## config.mk

```make
export PLATFORM = sky130hd
export DESIGN_NAME = voxel_ray_traversal
export DESIGN_NICKNAME = d
export VERILOG_FILES = /design/src/rtl/vrt_pkg.sv /design/src/rtl/vrt_div.sv /design/src/rtl/voxel_ray_traversal.sv
export SDC_FILE = /design/constraint.sdc
export NUM_CORES = 2
export LEC_CHECK = 0
export BUFFER_PORTS_ARGS = -buffer_cell sky130_fd_sc_hd__buf_2
export CAP_MARGIN = 20
export CORE_MARGIN = 2
export CORE_UTILIZATION = 35
export DETAILED_ROUTE_END_ITERATION = 10
export SLEW_MARGIN = 5
export SYNTH_ARGS = -nofsm -noshare
export SYNTH_HDL_FRONTEND = slang
export SYNTH_SLANG_ARGS = --single-unit
export TNS_END_PERCENT = 1
```

## constraint.sdc

```tcl
create_clock -name clk -period 8.7 [get_ports clk]
set_input_delay 0.435 -clock clk [delete_from_list [all_inputs] [get_ports clk]]
set_output_delay 0.435 -clock clk [all_outputs]
set_load 0.01 [all_outputs]
```

## src/rtl/vrt_pkg.sv

```systemverilog
package vrt_pkg;

    typedef enum logic [1:0] {
        KIND_QUERY = 2'd0,
        KIND_HIT   = 2'd1,
        KIND_MISS  = 2'd2,
        KIND_STRAY = 2'd3
    } kind_t;

    localparam logic OP_START  = 1'b0;
    localparam logic OP_ANSWER = 1'b1;

    localparam logic [31:0] INF_T = 32'h7FFF_FFFF;

    typedef enum logic [3:0] {
        ST_IDLE,
        ST_SETUP,
        ST_DIV,
        ST_START_DONE,
        ST_STEP,
        ST_HIT_MUL,
        ST_HIT_ADD,
        ST_OUT
    } state_t;

    // Control from the sequencer to the divider.
    typedef struct packed {
        logic start;
    } div_ctl_t;

    typedef struct packed {
        logic busy;
        logic done;
    } div_sts_t;

endpackage

```

## src/rtl/vrt_div.sv

```systemverilog
// Restoring divider: one quotient bit per cycle.
module vrt_div #(
    parameter int NUM_W = 48,
    parameter int DEN_W = 17
) (
    input  logic                 clk,
    input  logic                 rst_n,
    input  vrt_pkg::div_ctl_t    ctl,
    input  logic [NUM_W-1:0]     numer,
    input  logic [DEN_W-1:0]     denom,
    output vrt_pkg::div_sts_t    sts,
    output logic [NUM_W-1:0]     quot
);
    localparam int CW = $clog2(NUM_W + 1);

    logic [CW-1:0]    cnt_reg, cnt_next;
    logic [NUM_W-1:0] q_reg, q_next;
    logic [DEN_W:0]   r_reg, r_next;
    logic [DEN_W-1:0] d_reg, d_next;
    logic             busy_reg, busy_next;
    logic             done_reg, done_next;
    logic [DEN_W:0]   trial;

    always_comb
    begin
        cnt_next  = cnt_reg;
        q_next    = q_reg;
        r_next    = r_reg;
        d_next    = d_reg;
        busy_next = busy_reg;
        done_next = 1'b0;
        trial     = {r_reg[DEN_W-1:0], q_reg[NUM_W-1]};
        if (ctl.start)
        begin
            q_next    = numer;
            r_next    = '0;
            d_next    = denom;
            cnt_next  = CW'(NUM_W);
            busy_next = 1'b1;
        end
        else if (busy_reg)
        begin
            if (trial >= {1'b0, d_reg})
            begin
                r_next = trial - {1'b0, d_reg};
                q_next = {q_reg[NUM_W-2:0], 1'b1};
            end
            else
            begin
                r_next = trial;
                q_next = {q_reg[NUM_W-2:0], 1'b0};
            end
            cnt_next = cnt_reg - 1'b1;
            if (cnt_reg == CW'(1))
            begin
                busy_next = 1'b0;
                done_next = 1'b1;
            end
        end
    end

    always_ff @(posedge clk or negedge rst_n)
    begin
        if (!rst_n)
        begin
            cnt_reg  <= '0;
            busy_reg <= 1'b0;
            done_reg <= 1'b0;
        end
        else
        begin
            cnt_reg  <= cnt_next;
            busy_reg <= busy_next;
            done_reg <= done_next;
        end
    end

    always_ff @(posedge clk)
    begin
        q_reg <= q_next;
        r_reg <= r_next;
        d_reg <= d_next;
    end

    assign sts.busy = busy_reg;
    assign sts.done = done_reg;
    assign quot     = q_reg;
endmodule

```

## src/rtl/voxel_ray_traversal.sv

```systemverilog
// Start request: up to six serial divisions, two for each axis whose direction is nonzero,
// plus setup states. Answer request: a step or a miss passes the step state and the output
// state; a hit adds three shared multiplies first. The divider sets the start latency.
// One request at a time; stall is high from acceptance until the result is taken.
// Reset (rst_n, asynchronous, active low) clears all ray state to zero.
module voxel_ray_traversal #(
    parameter int FRAC_BITS = 16
) (
    input  logic               clk,
    input  logic               rst_n,
    input  logic               in_valid,
    output logic               in_stall,
    input  logic               op,
    input  logic signed [31:0] origin_x,
    input  logic signed [31:0] origin_y,
    input  logic signed [31:0] origin_z,
    input  logic signed [17:0] dir_x,
    input  logic signed [17:0] dir_y,
    input  logic signed [17:0] dir_z,
    input  logic [30:0]        max_distance,
    input  logic               occupied,
    output logic               out_valid,
    input  logic               out_stall,
    output logic [1:0]         kind,
    output logic signed [15:0] voxel_x,
    output logic signed [15:0] voxel_y,
    output logic signed [15:0] voxel_z,
    output logic signed [1:0]  normal_x,
    output logic signed [1:0]  normal_y,
    output logic signed [1:0]  normal_z,
    output logic signed [31:0] point_x,
    output logic signed [31:0] point_y,
    output logic signed [31:0] point_z,
    output logic [30:0]        hit_distance
);
    localparam int NUM_W = 2 * FRAC_BITS + 16;
    localparam int DEN_W = 18;
    localparam logic [NUM_W-1:0] ONE = NUM_W'(1) << FRAC_BITS;

    vrt_pkg::state_t state_reg, state_next;
    logic            active_reg, active_next;
    logic [1:0]      axis_reg, axis_next;
    logic            which_reg, which_next;

    logic [15:0]        vox_reg   [3];
    logic [31:0]        cross_reg [3];
    logic [31:0]        space_reg [3];
    logic signed [1:0]  sgn_reg   [3];
    logic signed [1:0]  nrm_reg   [3];
    logic signed [31:0] org_reg   [3];
    logic signed [17:0] dir_reg   [3];
    logic [31:0]        walk_reg;
    logic [31:0]        limit_reg;

    logic [1:0]         okind_reg;
    logic signed [31:0] opt_reg [3];
    logic signed [49:0] prod_reg;
    logic               out_valid_reg;
    logic               occ_reg;

    vrt_pkg::div_ctl_t  dctl;
    vrt_pkg::div_sts_t  dsts;
    logic [NUM_W-1:0]   dnum;
    logic [NUM_W-1:0]   quot;
    logic [DEN_W-1:0]   mag;
    logic [FRAC_BITS-1:0] frac;
    logic [NUM_W-1:0]   numv;
    logic [1:0]         side;
    logic [31:0]        csum;
    logic [32:0]        csum_w;
    logic [31:0]        qsat;
    logic signed [49:0] prod_c;
    logic signed [49:0] fl_p;
    logic signed [50:0] psum;
    logic signed [31:0] psat;

    assign mag  = dir_reg[axis_reg][17] ? DEN_W'(-dir_reg[axis_reg])
                                        : DEN_W'(dir_reg[axis_reg]);
    assign frac = org_reg[axis_reg][FRAC_BITS-1:0];
    assign numv = dir_reg[axis_reg][17] ? NUM_W'(frac) : ONE - NUM_W'(frac);
    // The numerator follows the division that is being launched in this cycle.
    assign dnum = which_next ? (ONE << FRAC_BITS) : (numv << FRAC_BITS);
    assign qsat = (quot > NUM_W'(vrt_pkg::INF_T)) ? vrt_pkg::INF_T : quot[31:0];

    vrt_div #(.NUM_W(NUM_W), .DEN_W(DEN_W)) u_div (
        .clk   (clk),
        .rst_n (rst_n),
        .ctl   (dctl),
        .numer (dnum),
        .denom (mag),
        .sts   (dsts),
        .quot  (quot)
    );

    always_comb
    begin
        if (cross_reg[0] < cross_reg[1])
            side = (cross_reg[0] < cross_reg[2]) ? 2'd0 : 2'd2;
        else
            side = (cross_reg[1] < cross_reg[2]) ? 2'd1 : 2'd2;
    end

    assign csum_w = {1'b0, cross_reg[side]} + {1'b0, space_reg[side]};
    assign csum   = (csum_w > 33'(vrt_pkg::INF_T)) ? vrt_pkg::INF_T : csum_w[31:0];

    // One shared multiplier; the floor shift is an arithmetic shift.
    assign prod_c = 50'(dir_reg[axis_reg]) * $signed({18'd0, walk_reg});
    assign fl_p   = prod_reg >>> FRAC_BITS;
    assign psum   = 51'(org_reg[axis_reg]) + 51'(fl_p);
    assign psat   = (psum > 51'sd2147483647) ? 32'sh7FFF_FFFF :
                    (psum < -51'sd2147483648) ? 32'sh8000_0000 : psum[31:0];

    always_comb
    begin
        state_next  = state_reg;
        active_next = active_reg;
        axis_next   = axis_reg;
        which_next  = which_reg;
        dctl.start  = 1'b0;
        unique case (state_reg)
            vrt_pkg::ST_IDLE:
            begin
                if (in_valid)
                begin
                    if (op == vrt_pkg::OP_START)
                    begin
                        state_next = vrt_pkg::ST_SETUP;
                        axis_next  = 2'd0;
                        which_next = 1'b0;
                    end
                    else
                        state_next = vrt_pkg::ST_STEP;
                end
            end
            vrt_pkg::ST_SETUP:
            begin
                if (axis_reg == 2'd3)
                    state_next = vrt_pkg::ST_START_DONE;
                else if (dir_reg[axis_reg] == '0)
                    axis_next = axis_reg + 2'd1;
                else
                begin
                    dctl.start = 1'b1;
                    state_next = vrt_pkg::ST_DIV;
                end
            end
            vrt_pkg::ST_DIV:
            begin
                if (dsts.done)
                begin
                    which_next = ~which_reg;
                    if (which_reg)
                    begin
                        axis_next  = axis_reg + 2'd1;
                        state_next = vrt_pkg::ST_SETUP;
                    end
                    else
                        dctl.start = 1'b1;
                end
            end
            vrt_pkg::ST_START_DONE:
            begin
                active_next = (limit_reg != '0);
                state_next  = vrt_pkg::ST_OUT;
            end
            vrt_pkg::ST_STEP:
            begin
                axis_next = 2'd0;
                if (!active_reg)
                    state_next = vrt_pkg::ST_OUT;
                else if (occ_reg)
                begin
                    active_next = 1'b0;
                    state_next  = vrt_pkg::ST_HIT_MUL;
                end
                else
                begin
                    if (cross_reg[side] >= limit_reg)
                        active_next = 1'b0;
                    state_next = vrt_pkg::ST_OUT;
                end
            end
            vrt_pkg::ST_HIT_MUL:
                state_next = vrt_pkg::ST_HIT_ADD;
            vrt_pkg::ST_HIT_ADD:
            begin
                axis_next  = axis_reg + 2'd1;
                state_next = (axis_reg == 2'd2) ? vrt_pkg::ST_OUT : vrt_pkg::ST_HIT_MUL;
            end
            vrt_pkg::ST_OUT:
            begin
                if (!out_stall)
                    state_next = vrt_pkg::ST_IDLE;
            end
            default:
                state_next = vrt_pkg::ST_IDLE;
        endcase
    end

    always_ff @(posedge clk or negedge rst_n)
    begin
        if (!rst_n)
        begin
            state_reg  <= vrt_pkg::ST_IDLE;
            active_reg <= 1'b0;
            axis_reg   <= '0;
            which_reg  <= 1'b0;
        end
        else
        begin
            state_reg  <= state_next;
            active_reg <= active_next;
            axis_reg   <= axis_next;
            which_reg  <= which_next;
        end
    end

    always_ff @(posedge clk or negedge rst_n)
    begin
        if (!rst_n)
        begin
            for (int i = 0; i < 3; i++)
            begin
                vox_reg[i]   <= '0;
                cross_reg[i] <= '0;
                space_reg[i] <= '0;
                sgn_reg[i]   <= '0;
                nrm_reg[i]   <= '0;
                org_reg[i]   <= '0;
                dir_reg[i]   <= '0;
                opt_reg[i]   <= '0;
            end
            walk_reg  <= '0;
            limit_reg <= '0;
            okind_reg <= '0;
            occ_reg   <= 1'b0;
            prod_reg  <= '0;
        end
        else
        begin
            unique case (state_reg)
                vrt_pkg::ST_IDLE:
                begin
                    occ_reg <= occupied;
                    for (int i = 0; i < 3; i++)
                        opt_reg[i] <= '0;
                    if (in_valid && op == vrt_pkg::OP_START)
                    begin
                        org_reg[0] <= origin_x;
                        org_reg[1] <= origin_y;
                        org_reg[2] <= origin_z;
                        dir_reg[0] <= dir_x;
                        dir_reg[1] <= dir_y;
                        dir_reg[2] <= dir_z;
                        vox_reg[0] <= 16'(origin_x >>> FRAC_BITS);
                        vox_reg[1] <= 16'(origin_y >>> FRAC_BITS);
                        vox_reg[2] <= 16'(origin_z >>> FRAC_BITS);
                        for (int i = 0; i < 3; i++)
                        begin
                            nrm_reg[i]   <= '0;
                            cross_reg[i] <= vrt_pkg::INF_T;
                            space_reg[i] <= vrt_pkg::INF_T;
                        end
                        sgn_reg[0] <= (dir_x == '0) ? 2'sd0 : (dir_x[17] ? -2'sd1 : 2'sd1);
                        sgn_reg[1] <= (dir_y == '0) ? 2'sd0 : (dir_y[17] ? -2'sd1 : 2'sd1);
                        sgn_reg[2] <= (dir_z == '0) ? 2'sd0 : (dir_z[17] ? -2'sd1 : 2'sd1);
                        limit_reg <= {1'b0, max_distance};
                        walk_reg  <= '0;
                    end
                end
                vrt_pkg::ST_DIV:
                begin
                    if (dsts.done)
                    begin
                        if (which_reg)
                            space_reg[axis_reg] <= (quot == '0) ? 32'd1 : qsat;
                        else
                            cross_reg[axis_reg] <= qsat;
                    end
                end
                vrt_pkg::ST_START_DONE:
                    okind_reg <= (limit_reg != '0) ? vrt_pkg::KIND_QUERY : vrt_pkg::KIND_MISS;
                vrt_pkg::ST_STEP:
                begin
                    if (!active_reg)
                        okind_reg <= vrt_pkg::KIND_STRAY;
                    else if (occ_reg)
                        okind_reg <= vrt_pkg::KIND_HIT;
                    else
                    begin
                        walk_reg <= cross_reg[side];
                        if (cross_reg[side] > limit_reg)
                            okind_reg <= vrt_pkg::KIND_MISS;
                        else
                        begin
                            for (int i = 0; i < 3; i++)
                                nrm_reg[i] <= (2'(i) == side) ? -sgn_reg[i] : 2'sd0;
                            vox_reg[side]   <= vox_reg[side] + 16'(sgn_reg[side]);
                            cross_reg[side] <= csum;
                            okind_reg <= (cross_reg[side] < limit_reg) ? vrt_pkg::KIND_QUERY
                                                                       : vrt_pkg::KIND_MISS;
                        end
                    end
                end
                vrt_pkg::ST_HIT_MUL:
                    prod_reg <= prod_c;
                vrt_pkg::ST_HIT_ADD:
                    opt_reg[axis_reg] <= psat;
                default:
                begin
                end
            endcase
        end
    end

    always_ff @(posedge clk or negedge rst_n)
    begin
        if (!rst_n)
            out_valid_reg <= 1'b0;
        else
            out_valid_reg <= (state_next == vrt_pkg::ST_OUT);
    end

    logic show_vox;
    logic is_hit;
    assign is_hit   = (okind_reg == vrt_pkg::KIND_HIT);
    assign show_vox = is_hit || (okind_reg == vrt_pkg::KIND_QUERY);

    assign in_stall     = (state_reg != vrt_pkg::ST_IDLE);
    assign out_valid    = out_valid_reg;
    assign kind         = okind_reg;
    assign voxel_x      = show_vox ? vox_reg[0] : '0;
    assign voxel_y      = show_vox ? vox_reg[1] : '0;
    assign voxel_z      = show_vox ? vox_reg[2] : '0;
    assign normal_x     = is_hit ? nrm_reg[0] : '0;
    assign normal_y     = is_hit ? nrm_reg[1] : '0;
    assign normal_z     = is_hit ? nrm_reg[2] : '0;
    assign point_x      = is_hit ? opt_reg[0] : '0;
    assign point_y      = is_hit ? opt_reg[1] : '0;
    assign point_z      = is_hit ? opt_reg[2] : '0;
    assign hit_distance = is_hit ? walk_reg[30:0] : '0;
endmodule
```

After elaboration in Yosys (flattened, before gate mapping)
Index checks and enable logic that the tools add are counted.
- register bits after elaboration: 715
- bits in latches: 0
- bits in writable memories: 0
- memory bits (read-only): 0
- input bits: 187
- output and inout port bits: 185
- logic and storage cells: 257
- memories kept: 0
- add/sub/neg operators: 11
- multiply operators: 1
- divide/modulo/power cells: 0
- $lt $le $gt $ge: 15
- equality and inequality tests: 25
- shift-type cells: 0
- multiplexer cells: 133
- bitwise operators: 4
- reduce and logical (&&, ||, !) cells: 27
- operators with widths (cell ; count):
    $mux 96 ; 8
    $mux 32 ; 20
    $bwmux 96 ; 4
    $pmux 96 s2 ; 2
    $mux 48 ; 7
    $pmux 96 s3 ; 1
    $bmux 32 s2 ; 3
    $demux 32 s2 ; 2
    $lt 32x32->1 ; 3
    $mux 16 ; 6
    $pmux 48 s2 ; 1
    $logic_not 18->1 ; 4
    $pmux 32 s2 ; 1
    $mux 2 ; 31
    $mux 18 ; 3
    $mul 18x33->50 ; 1
    $bwmux 48 ; 1
    $gt 48x31->1 const B ; 1
    $logic_not 48->1 ; 1
    $bmux 18 s2 ; 1
    $mux 6 ; 6
    $add 32x34->35 ; 1
    $gt 35x32->1 const B ; 1
    $lt 35x32->1 const B ; 1
    other kinds (53) ; 106

Longest topological paths before layout
- depth after elaboration: 15
- mapped depth: 31
- gate-level depth less buffers: 27

By module
Synthesis repeated with hierarchy kept, for this count alone.
- cell total of the unflattened synthesis: 6804
- area, all modules: 59582.1 µm²
- by module, submodules not included (module ; times used ; cells an instance ; area each (µm²) ; sequential area each (µm²)):
    voxel_ray_traversal ; 1 ; 6392 ; 54732.5 ; 15189.6
    vrt_div ; 1 ; 412 ; 4849.7 ; 2542.4

Worst setup path after synthesis
OpenSTA, ideal clock, no wires.
- path kind: register to register
- start: reg axis_reg[0]
- end: reg prod_reg[43]
- setup time: 0.069 ns
- arrival time: 7.891 ns
- data required time: 8.631 ns
- setup slack: 0.740 ns
- stages on the path, launching flop included: 32
- path buffers: 6
- clock period less this slack: 7.960 ns
- cell sequence: dfrtp_1 buf_2 nor2b_1 buf_2 buf_2 buf_1 buf_1 nand2_1 o21ai_1 clkbuf_1 nand2_1 fa_1 inv_1 fa_1 fa_1 inv_1 fa_1 fa_1 inv_1 fa_1 ha_1 a21o_1 a21o_1 a21oi_1 o21ai_0 o2111ai_1 a31oi_1 o21ai_1 nand2_1 a41o_1 or4_1 nand3_1
- longest elaborated chain between the ends: 5
- ends and longest elaborated chain (what ; line ; text):
    start, declared ; voxel_ray_traversal.sv:42 ; logic [1:0] axis_reg, axis_next;
    start signal, assigned ; voxel_ray_traversal.sv:213 ; axis_reg <= axis_next;
    $not 2->3 (implied by the code) ; voxel_ray_traversal.sv:107 ; assign prod_c = 50'(dir_reg[axis_reg]) * $signed({18'd0, walk_reg});
    $bmux 18 s2 ; voxel_ray_traversal.sv:107 ;
    $mux 18 (implied by the code) (2 in series) ; voxel_ray_traversal.sv:107 ;
    $mul 18x33->50 ; voxel_ray_traversal.sv:107 ;
    end signal, assigned ; voxel_ray_traversal.sv:306 ; prod_reg <= prod_c;
    end, declared ; voxel_ray_traversal.sv:57 ; logic signed [49:0] prod_reg;
No other way between the ends. The select of a mux whose other input is x is not followed.
A chain may end at the register's enable or synchronous reset.

Worst setup path in the final report
- start: reg axis_reg[1]
- end: reg prod_reg[43]
Same word-level chain as after synthesis.

==> results.toml <==
[synth]
synth_fp_nets = 7947
ys_top_cells_by_area = "dfrtp_1 (26%), fa_1 (16%), nand2_1 (9.4%), ha_1 (8.1%), inv_1 (4.4%)"
synth_edf_count = 66
yosysWarnings = 0
netlist_area_mm2 = 0.0592
yosys_most_used_dff = "dfrtp_1"
netlist_instances = 6894
synth_cell_types = 91
yosysMostFrequentCell = "nand2_1"
synth_common_cells = "nand2_1 (1479), inv_1 (698), dfrtp_1 (615)"
yosys.area.top_type = "dfrtp_1"
ys_ff_latch = 699
async_flop_share_pct = 88.0
synth_area_per_cell_um2 = 8.59
synth_seq_area_share_pct = 29.9
synth_top_area_share_pct = 26.0

[setup_path]
crit_path_start_kind = "flop"
cpMostUsedCell = "fa_1"
crit_family = "adder cells"
critPathKind = "flop to flop"
critPathCaptureType = "flop"
crit_arrival_ns = 8.84
cp_num_buf_inv = 5
slowest_stage = "o21ai_2"
crit_required_ns = 9.34
reg2reg_setup_slack_ns = 0.50
path_max_fanout = 19
crit_path_max_incr_delay_ns = 0.80

[drt]
avgRoutedWirePerCell_um = 22.0
dr.pass1.iters = 6
num_vias = 52100
ant_nets = 0
drcViolationCount = 0
via_per_inst = 5.44
drtIter0Drc = 4661
routed_wl_um = 210000

[floorplanning]
core_mm2 = 0.168
die_w_um = 415
ios = 372
die_area_mm2 = 0.172
std_cell_rows = 150
start_util_pct = 35.3
dieHeight_um = 415

[clocking]
cts_buffers = 82
cts-root-buf = "clkbuf_16"
htree_levels = 3
numClockSinks = 699
cts_buffer_depth = 3
insertion_delay_ns = 0.71
clk_pin_slew_ns = 0.06
ctsResizeCount = 0
cts_tree = "built"

[sta]
final-hold-violation-count = 0
post-route-period-util_pct = 94.2
rsz0062_at_grt = "false"
setup-violations-final = 0
final_max_slew_viol_count = 0
clock_skew_ns = 0.0418
fin_crit_ns = 8.20
slew_headroom_pct = 20.4
finalSetupTns_ns = 0
worstMarginPinSlew_ns = 1.19
max_clock_freq_mhz = 122

[layout]
instances_no_fill = 9561
final_nets = 8338
multi_input_area_mm2 = 0.0374
drive_gt1_share_pct = 10.5
syn_to_final_growth_pct = 15.5
fill_cells = 16600
seq_area_mm2 = 0.0177

[global_route]
antenna_found_initial = 12
grt.total_usage_pct = 24.0
grt_pass1_vias = 52700
grt_max_degree = 178
grt_overflow = 0
grt_pass1_wl_um = 321000

[placed_design]
dp_cells = 9226
io_buffer_count = 371
place_congestion = 0.953
hpwl_um = 159000

[hold_path]
timing.hold.worst.class = "input port to flop"

[outcome]
status = "finished, final reports clean"

[job]
max-cap-violations = 0
[path summary, 6_finish.rpt]
check / startpoint / to / cells past startpoint
max reg2reg: axis_reg[1] / prod_reg[43] / 26
max: axis_reg[1] / prod_reg[43] / 26
min: dir_x[17] / sgn_reg[5] / 3
max in group asynchronous: rst_n / opt_reg[36] / 4
min in group asynchronous: rst_n / cross_reg[36] / 2
min reg2reg: nrm_reg[0] / nrm_reg[0] / 2
[cells in the final DEF, fill, tap and decap left out, types with 66 or more instances in the layout]
master / count
a221oi_1: 75
a21o_1: 101
and2_1: 329
inv_1: 697
clkbuf_16: 83
ha_1: 380
fa_1: 483
mux2i_1: 136
nor2_1: 298
buf_2: 371
xnor2_1: 83
edfxtp_1: 66
dfrtp_1: 612
buf_4: 166
dlygate4sd3_1: 177
o21ai_1: 113
nor2b_1: 75
o21ai_0: 476
nand2_1: 1473
a21oi_1: 282
[kinds of logic (layout without fill, tap and decap cells)]
logic type	after synthesis	in the layout	synth area share, %
DFF	699	699	29.9
and+or+nand+nor	2501	2501	18.8
AOI/OAI and AO/OA	1427	1427	15.0
other	1	7	0.00633
muxes	145	145	2.49
xor gates and xnor gates	141	141	2.10
adders and majority gates	866	866	24.4
buffers and inverters	1114	1571	7.21
[routing by layer]
| layer | track usage [%] | vias up | share of wire [%] | wire length, µm |
|---|---|---|---|---|
| met3 | 3.78 | 556 | 6.3 | 13200 |
| met4 | 11.4 | 6 | 5.1 | 10800 |
| li1 | - | 23500 | - | - |
| met2 | 39.7 | 1928 | 47 | 99900 |
| met5 | 0 | - | 0.018 | 37 |
| met1 | 30.7 | 26000 | 41 | 86500 |
[worst register-to-register path: cells and delay by family, from the launching register on]
| family | cells | cell delay, ns |
|---|---|---|
| fa+ha+maj | 7 | 3.32 |
| compound gates | 9 | 2.73 |
| simple gates | 4 | 0.89 |
| flops | 1 | 0.71 |
| buf+inv | 5 | 0.28 |
| mux | 1 | 0.19 |
[metrics by stage]
step	cell area (µm²)	worst slack, ns	hold WS (ns)	utilization [%]
finish	68400	0.502	0.0491	40.8
global route	68400	0.0256	0.0340	40.8
CTS	68300	0.550	0.00159	40.8
detailed placement	63800	0.584	0.449	38.1
global placement	63800	0.657	0.445	38.0
floorplan	59200	0.740	0.139	-
[timing repair]
item                                   4_1_cts  5_1_grt
hold buffers                               177        0
setup buffers                                0        0
endpoints found under the hold margin      254        0
[area by class of cell]
class | instances | area share (%)
Timing Repair Buffer | 722 | 7.35
Inverter | 699 | 3.84
Clock buffer | 114 | 3.49
Antenna cell | 6 | 0.0220
Clock inverter | 36 | 0.591
Multi-Input combinational cell | 5081 | 54.7
Tap cell | 2204 | 4.03
Sequential cell | 699 | 25.9
Power is left out: the tool's default activity adds up to more than one toggle a clock period on the data nets, which glitch-free logic cannot reach.
